**src/rtl/core/assert_macros.svh**
```systemverilog
// Concurrent assertion helpers, clocked on clk and disabled while arst_n is low.
`ifndef ASSERT_MACROS_SVH
`define ASSERT_MACROS_SVH
`ifndef NO_ASSERTIONS
`define ASSERT_PROP(lbl, prop) \
	lbl: assert property (@(posedge clk) disable iff (!arst_n) prop) \
		else $error("assertion failed");
`define ASSERT_IMPLY(lbl, ante, cons) \
	`ASSERT_PROP(lbl, (ante) |-> (cons))
`else
`define ASSERT_PROP(lbl, prop)
`define ASSERT_IMPLY(lbl, ante, cons)
`endif
`endif

```
**src/rtl/core/ftc_pkg.sv**
```systemverilog
package ftc_pkg;

	localparam int TABLE_ENTRIES_DEF = 256;

	localparam logic [7:0] MIN_PAYLOAD_RESET = 8'd7;

	localparam logic [15:0] ETYPE_VLAN = 16'h8100;
	localparam logic [15:0] ETYPE_IPV4 = 16'h0800;

	localparam logic [7:0] PROTO_TCP  = 8'd6;
	localparam logic [7:0] PROTO_UDP  = 8'd17;
	localparam logic [7:0] PROTO_ICMP = 8'd1;

	localparam logic [16:0] ETHER_BYTES = 17'd14;
	localparam logic [16:0] TAG_BYTES   = 17'd4;
	localparam logic [5:0]  UDP_BYTES   = 6'd8;

	localparam logic [2:0] STATUS_DROPPED    = 3'd0;
	localparam logic [2:0] STATUS_COUNTED    = 3'd1;
	localparam logic [2:0] STATUS_INSERTED   = 3'd2;
	localparam logic [2:0] STATUS_FULL       = 3'd3;
	localparam logic [2:0] STATUS_READ_VALID = 3'd4;
	localparam logic [2:0] STATUS_READ_EMPTY = 3'd5;

	localparam logic [1:0] KIND_COUNT = 2'd0;
	localparam logic [1:0] KIND_READ  = 2'd1;
	localparam logic [1:0] KIND_DROP  = 2'd2;

	typedef struct packed {
		logic [1:0]  kind;
		logic [7:0]  entry_index;
		logic [31:0] sip;
		logic [31:0] dip;
		logic [15:0] sport;
		logic [15:0] dport;
		logic [7:0]  proto;
		logic [16:0] frame_bytes;
	} cmd_t;

	typedef struct packed {
		logic [31:0] sip;
		logic [31:0] dip;
		logic [15:0] sport;
		logic [15:0] dport;
		logic [7:0]  proto;
		logic [31:0] packets;
		logic [31:0] bytes;
	} row_t;

endpackage

```
**src/rtl/core/ftc_front.sv**
```systemverilog
module ftc_front (
	input  logic               clk,
	input  logic               arst_n,
	input  logic               min_payload_bytes_we,
	input  logic [7:0]         min_payload_bytes,
	input  logic               in_valid,
	output logic               in_ready,
	input  logic               operation,
	input  logic [15:0]        outer_ethertype,
	input  logic [3:0]         ip_header_words,
	input  logic [15:0]        ip_total_length,
	input  logic [7:0]         ip_protocol,
	input  logic [31:0]        source_address,
	input  logic [31:0]        destination_address,
	input  logic [15:0]        source_port,
	input  logic [15:0]        destination_port,
	input  logic [3:0]         tcp_header_words,
	input  logic [7:0]         entry_index,
	output logic               q_valid,
	input  logic               q_ready,
	output ftc_pkg::cmd_t      q_data
);

	logic [7:0]    min_q;
	ftc_pkg::cmd_t fifo_q [2];
	logic          wr_ptr_q;
	logic          rd_ptr_q;
	logic [1:0]    cnt_q;

	logic          is_vlan, is_ipv4, is_tcp, is_udp, is_icmp, short_pay, drop;
	logic [5:0]    l4_bytes;
	logic [17:0]   payload;
	ftc_pkg::cmd_t cmd;
	logic          push, pop;

	always_ff @(posedge clk or negedge arst_n) begin
		if (!arst_n) begin
			min_q <= ftc_pkg::MIN_PAYLOAD_RESET;
		end else if (min_payload_bytes_we) begin
			min_q <= min_payload_bytes;
		end
	end

	always_comb begin
		is_vlan   = outer_ethertype == ftc_pkg::ETYPE_VLAN;
		is_ipv4   = outer_ethertype == ftc_pkg::ETYPE_IPV4;
		is_tcp    = ip_protocol == ftc_pkg::PROTO_TCP;
		is_udp    = ip_protocol == ftc_pkg::PROTO_UDP;
		is_icmp   = ip_protocol == ftc_pkg::PROTO_ICMP;
		l4_bytes  = is_tcp ? {tcp_header_words, 2'b00} : (is_udp ? ftc_pkg::UDP_BYTES : 6'd0);
		payload   = {2'b00, ip_total_length} - {12'd0, ip_header_words, 2'b00}
			- {12'd0, l4_bytes};
		short_pay = $signed(payload) < $signed({10'd0, min_q});
		drop      = !(is_vlan || is_ipv4) || !(is_tcp || is_udp || is_icmp)
			|| (!is_icmp && short_pay);

		cmd.kind        = operation ? ftc_pkg::KIND_READ
			: (drop ? ftc_pkg::KIND_DROP : ftc_pkg::KIND_COUNT);
		cmd.entry_index = entry_index;
		cmd.sip         = source_address;
		cmd.dip         = destination_address;
		cmd.sport       = is_icmp ? 16'd0 : source_port;
		cmd.dport       = is_icmp ? 16'd0 : destination_port;
		cmd.proto       = ip_protocol;
		cmd.frame_bytes = ftc_pkg::ETHER_BYTES + (is_vlan ? ftc_pkg::TAG_BYTES : 17'd0)
			+ {1'b0, ip_total_length};
	end

	assign in_ready = cnt_q != 2'd2;
	assign q_valid  = cnt_q != 2'd0;
	assign q_data   = fifo_q[rd_ptr_q];
	assign push     = in_valid && in_ready;
	assign pop      = q_valid && q_ready;

	always_ff @(posedge clk) begin
		if (push) begin
			fifo_q[wr_ptr_q] <= cmd;
		end
	end

	always_ff @(posedge clk or negedge arst_n) begin
		if (!arst_n) begin
			wr_ptr_q <= 1'b0;
			rd_ptr_q <= 1'b0;
			cnt_q    <= 2'd0;
		end else begin
			if (push) begin
				wr_ptr_q <= !wr_ptr_q;
			end
			if (pop) begin
				rd_ptr_q <= !rd_ptr_q;
			end
			cnt_q <= cnt_q + {1'b0, push} - {1'b0, pop};
		end
	end

endmodule

```
**config.mk**
```make
export PLATFORM = sky130hd
export DESIGN_NAME = ftc_front
export DESIGN_NICKNAME = d
export VERILOG_FILES = /design/src/rtl/core/assert_macros.svh /design/src/rtl/core/ftc_pkg.sv /design/src/rtl/core/ftc_front.sv
export SDC_FILE = /design/constraint.sdc
export NUM_CORES = 1
export LEC_CHECK = 0
export BUFFER_PORTS_ARGS = -buffer_cell sky130_fd_sc_hd__buf_2
export CAP_MARGIN = 20
export CORE_AREA = 2 2 158 160
export DETAILED_ROUTE_END_ITERATION = 12
export DIE_AREA = 0 0 160 162
export PLACE_DENSITY = 0.72
export SYNTH_ARGS = -nofsm -noshare
export SYNTH_HDL_FRONTEND = slang
export SYNTH_SLANG_ARGS = --single-unit
```
**constraint.sdc**
```tcl
create_clock -name clk -period 6.11 [get_ports clk]
set_input_delay 0.611 -clock clk [delete_from_list [all_inputs] [get_ports clk]]
set_output_delay 0.611 -clock clk [all_outputs]
set_load 0.01 [all_outputs]
```
**Word level (Yosys, flattened, before mapping)**

Memory sizes are Yosys's and may differ from the RTL's.
Cells that the tools add are included.

- Bits in latches: 0
- Output and inout port bits: 133
- Memory bits (writable): 262
- ROM bits: 0
- Memories kept: 1
- Register bits: 12
- Input port bits: 166

Memories:

| memory | words | bits a word | read ports | clocked after memory_dff | wr ports | RTL line | source |
|---|---|---|---|---|---|---|---|
| fifo_q | 2 | 131 | 1 | 0 | 1 | ftc_front.sv:25 | `ftc_pkg::cmd_t fifo_q [2];` |

- $lt $le $gt $ge: 1
- Muxes and demuxes: 9
- Shift-type cells: 0
- Add/subtract/negate cells: 6
- Reduce and logical (&&, ||, !) cells: 14
- Div/mod/pow operators: 0
- Bitwise gates (word level): 0
- $mul: 0
- Equality and inequality tests: 6

Operators with widths:

| kind | number |
|---|---|
| two-way mux 16 bit | 2 |
| < comparator 18 x 9 -> 1 bit | 1 |
| subtractor 17 x 7 -> 18 bit | 1 |
| adder 5 x 16 -> 17 bit | 1 |
| subtractor 16 x 6 -> 17 bit | 1 |
| == test 16 x 12 -> 1 bit, second input constant | 1 |
| == test 16 bit, second input constant | 1 |
| == test 8 x 1 -> 1 bit, second input constant | 1 |
| == test 8 x 3 -> 1 bit, second input constant | 1 |
| == test 8 x 5 -> 1 bit, second input constant | 1 |
| two-way mux 6 bit | 1 |
| adder 4 x 3 -> 5 bit, first input constant | 1 |
| logical NOT 1 bit | 5 |
| logical OR 1 bit | 5 |
| two-way mux 2 bit | 2 |
| two-way mux 4 bit | 1 |
| logical AND 1 bit | 3 |
| two-way mux 3 bit | 1 |
| adder 2 x 1 -> 2 bit | 1 |
| two-way mux 1 bit | 2 |
| != test 2 bit, second input constant | 1 |
| nonzero test 2 bit | 1 |
| subtractor 2 x 1 -> 2 bit | 1 |

**Depth between registers and ports, before layout**

- Depth in word-level cells: 9
- Gate-level depth with buffers: 16

**Worst setup path before layout**

No wires, ideal clock.

- Path kind: input to register
- Start: input in_valid
- End: memory fifo_q[0][0] in the netlist's numbering, enable pin
- Path slack: -0.663 ns
- Stages on the path: 2
- Arrival: 6.150 ns
- Path buffers: 0
- Setup time: 0.623 ns
- Cells stage by stage: nand2_1 > nor2_1

- Cells in the longest elaborated chain, start to end: 3

RTL lines:

| item | RTL line | source |
|---|---|---|
| start, declared | ftc_front.sv:6 | `input logic in_valid,` |
| logical AND 1 bit | ftc_front.sv:72 | `assign push = in_valid && in_ready;` |
| two-way mux 1 bit | ftc_front.sv:76 | `if (push) begin` |
| two-way mux 1 bit (implied by the code) | ftc_front.sv:77 | `fifo_q[wr_ptr_q] <= cmd;` |
| end, declared | ftc_front.sv:25 |  |

Every way passes these cells.

==> run_results.csv <==
group,metric,value,unit
timing,setup_tns,0,ps
clock_tree,cts_tree,"done",
clock_tree,h-tree-depth,1,
synth,yosys_most_used_dff,"edfxtp_1",
synth,syn-num-nets,883,
min_path,hold_depth,1,
layout,nNetsFinal,1194,
routing,dr.pass1.iters,4,
global_routing,grt_pass1_wl,37.2,mm
routing,drt_iter0_markers,359,
clock_tree,worstSkewPairLatency,530,ps
timing,finalCritPeriodShare,0.580,
floorplanning,core_area,24100,µm²
floorplanning,rows,57,
floorplanning,chipHeight,162,µm
worst_setup_path,crit_type,"input port to register",
synth,syn_area,11500,µm²
floorplanning,die_area,25900,µm²
worst_setup_path,worstSetupStartpointType,"input port",
place,gp_congestion,0.845,
timing,finalCriticalPeriod,3540,ps
pwr,pwr_density_cell,427,nW/µm²
worst_setup_path,reg2reg_depth,3,
synth,synth-warning-count,0,
timing,skew,8.44,ps
pwr,vdd_drop_max,0.291,mV
clock_tree,holdBufCountCts,1,
routing,ant_nets,0,
routing,vias_per_cell,5.13,
clock_tree,cts-root-buf,"clkbuf_16",
routing,vias,6906,
clock_tree,cts_buffers,28,
place,dp_slack,1960,ps
timing,worst_pin_slew,826,ps
worst_setup_path,cp.arrival,3860,ps
timing,finalHoldViolCount,0,
clock_tree,clkSinkCount,274,
layout,fin_util,0.592,
worst_setup_path,critPathMaxFanout,5,
global_routing,grt_max_degree,128,
routing,post_drt_wl_per_cell,18.1,µm
timing,slew_viol_final,0,
worst_setup_path,required,6430,ps
synth,synth_edf_count,262,
timing,setup_ws,2570,ps
place,hpwlAfterDp,16.7,mm
timing,slew_headroom,0.435,
global_routing,grt_pass1_vias,6866,
timing,rsz0062_at_grt,"false",
global_routing,track_usage,0.182,
clock_tree,postCtsSetupBuffers,0,
place,io_buffer_count,298,
min_path,hold_start,"source_address[18]",
worst_setup_path,cp-startpoint,"ip_protocol[3]",
global_routing,antenna_found_initial,3,
layout,layout-drive-gt1-share,0.481,
synth,avgSynthCellArea,16.6,µm²
worst_setup_path,end_kind,"register",
min_path,hp-class,"input port to register",
synth,yosysSeqAreaShare,0.709,
synth,synth-async-reset-ratio,0.0438,
layout,syn_to_final_growth,23.8,%
routing,drc,0,
clock_tree,cts_buffer_depth,3,
global_routing,overflow,0,
floorplanning,io_pins,299,
status,outcome,"complete, no violations",
synth,ys_seq_elements,274,
worst_setup_path,r2r_start,"cnt_q[1]",
synth,yosys.cell_types.count,52,
floorplanning,start_util,0.478,
flow_run,drv_cap,0,
synth,synth_cells,693,
timing,finalSetupViolations,0,
pwr,leakage,0.00545,µW
clock_tree,clk_pin_slew,60,ps
timing,max_freq,282,MHz
routing,wirelength,24.4,mm
clock_tree,ctsResizeCount,0,
floorplanning,die_w,160,µm
-- power by group --
part / total [µW] / switching (µW) / internal [µW]
clock network: 1590 / 647 / 939
logic: 1800 / 986 / 813
registers: 2710 / 152 / 2560
total: 6100 / 1780 / 4310
-- metrics by stage --
step                      std cells  cell area [µm²]  hold WS, ps  power, µW
final                          1346            14300          270       6100
after global routing           1346            14300          242       6400
after CTS                      1344            14300          246       6180
after detailed placement       1297            13400          496       4580
after global placement         1297            13400          492       4550
after floorplan                 693            11500          315       3880
-- cells in the mapped netlist, types with 7 or more instances --
cell type | count | area (µm²)
edfxtp_1 | 262 | 7870
mux2_2 | 132 | 1490
and2_1 | 36 | 225
inv_1 | 27 | 101
clkbuf_1 | 23 | 86.3
nand2_1 | 22 | 82.6
nor2_1 | 22 | 82.6
ha_1 | 21 | 263
xnor2_1 | 21 | 184
a21oi_1 | 10 | 50.1
o21ai_0 | 10 | 50.1
dfrtp_1 | 9 | 225
nand3_1 | 7 | 35.0
nor3_1 | 7 | 35.0
xor2_1 | 7 | 61.3
-- layer usage --
| layer | vias to the layer above | routed length, µm | GRT usage |
|---|---|---|---|
| li1 | 3244 | - | - |
| met1 | 3362 | 10100 | 0.240 |
| met2 | 270 | 11800 | 0.309 |
| met3 | 28 | 2110 | 0.0442 |
| met4 | 2 | 312 | 0.0434 |
| met5 | - | 10 | 0 |
-- worst max-delay path, cell delays in order --
cell,delay (ps)
buf_2,110
or4_2,760
nor2b_1,290
and2_1,170
ha_1,150
inv_1,50
fa_1,400
nand3_1,80
and2_1,180
xnor2_1,80
ha_1,190
a211oi_1,150
o21ai_0,110
o211ai_1,100
o2111ai_1,140
o31ai_1,280
-- final timing paths --
check,end,slack (ps)
max,fifo_q[0][130],2570
min,fifo_q[0][107],270
max reg2reg,fifo_q[1][93],3860
min reg2reg,cnt_q[1],500
max in group asynchronous,min_q[0],5340
min in group asynchronous,min_q[5],500
-- flip-flops by register name (all words and copies together) (netlist names) --
| signal | flops |
|---|---|
| rd_ptr_q | 1 |
| cnt_q | 2 |
| min_q | 8 |
| wr_ptr_q | 1 |
| fifo_q | 262 |
-- kinds of logic after synthesis --
group                      Yosys count  share of synthesized area
xor gates and xnor gates            28                     0.0213
AOI/OAI and AO/OA                   51                     0.0311
and+or+nand+nor                    134                     0.0654
muxes                              132                      0.129
buffers and inverters               50                     0.0163
DFF                                274                      0.709
adders and majority gates           24                     0.0280
-- area by class of cell --
cell class                      count  area [µm²]
Multi-Input combinational cell    369        3180
Tap cell                          324         405
Antenna cell                        2        5.00
Clock inverter                     11         103
Clock buffer                       35         748
Inverter                           27         101
Timing Repair Buffer              304        1550
Fill cell                        1978        9840
Sequential cell                   274        8180
-- cell usage in the layout, fill, tap and decap left out, drive strengths merged, types with 7 or more instances in the layout --
cell,n
clkbuf,35
nand2,22
inv,27
edfxtp,262
buf,303
nand3,7
mux2,132
xnor2,21
clkinv,8
o21ai,10
ha,21
xor2,7
a21oi,10
and2,36
nor3,8
nor2,22
dfrtp,9
Note: power is estimated with default switching activity, not from simulation.
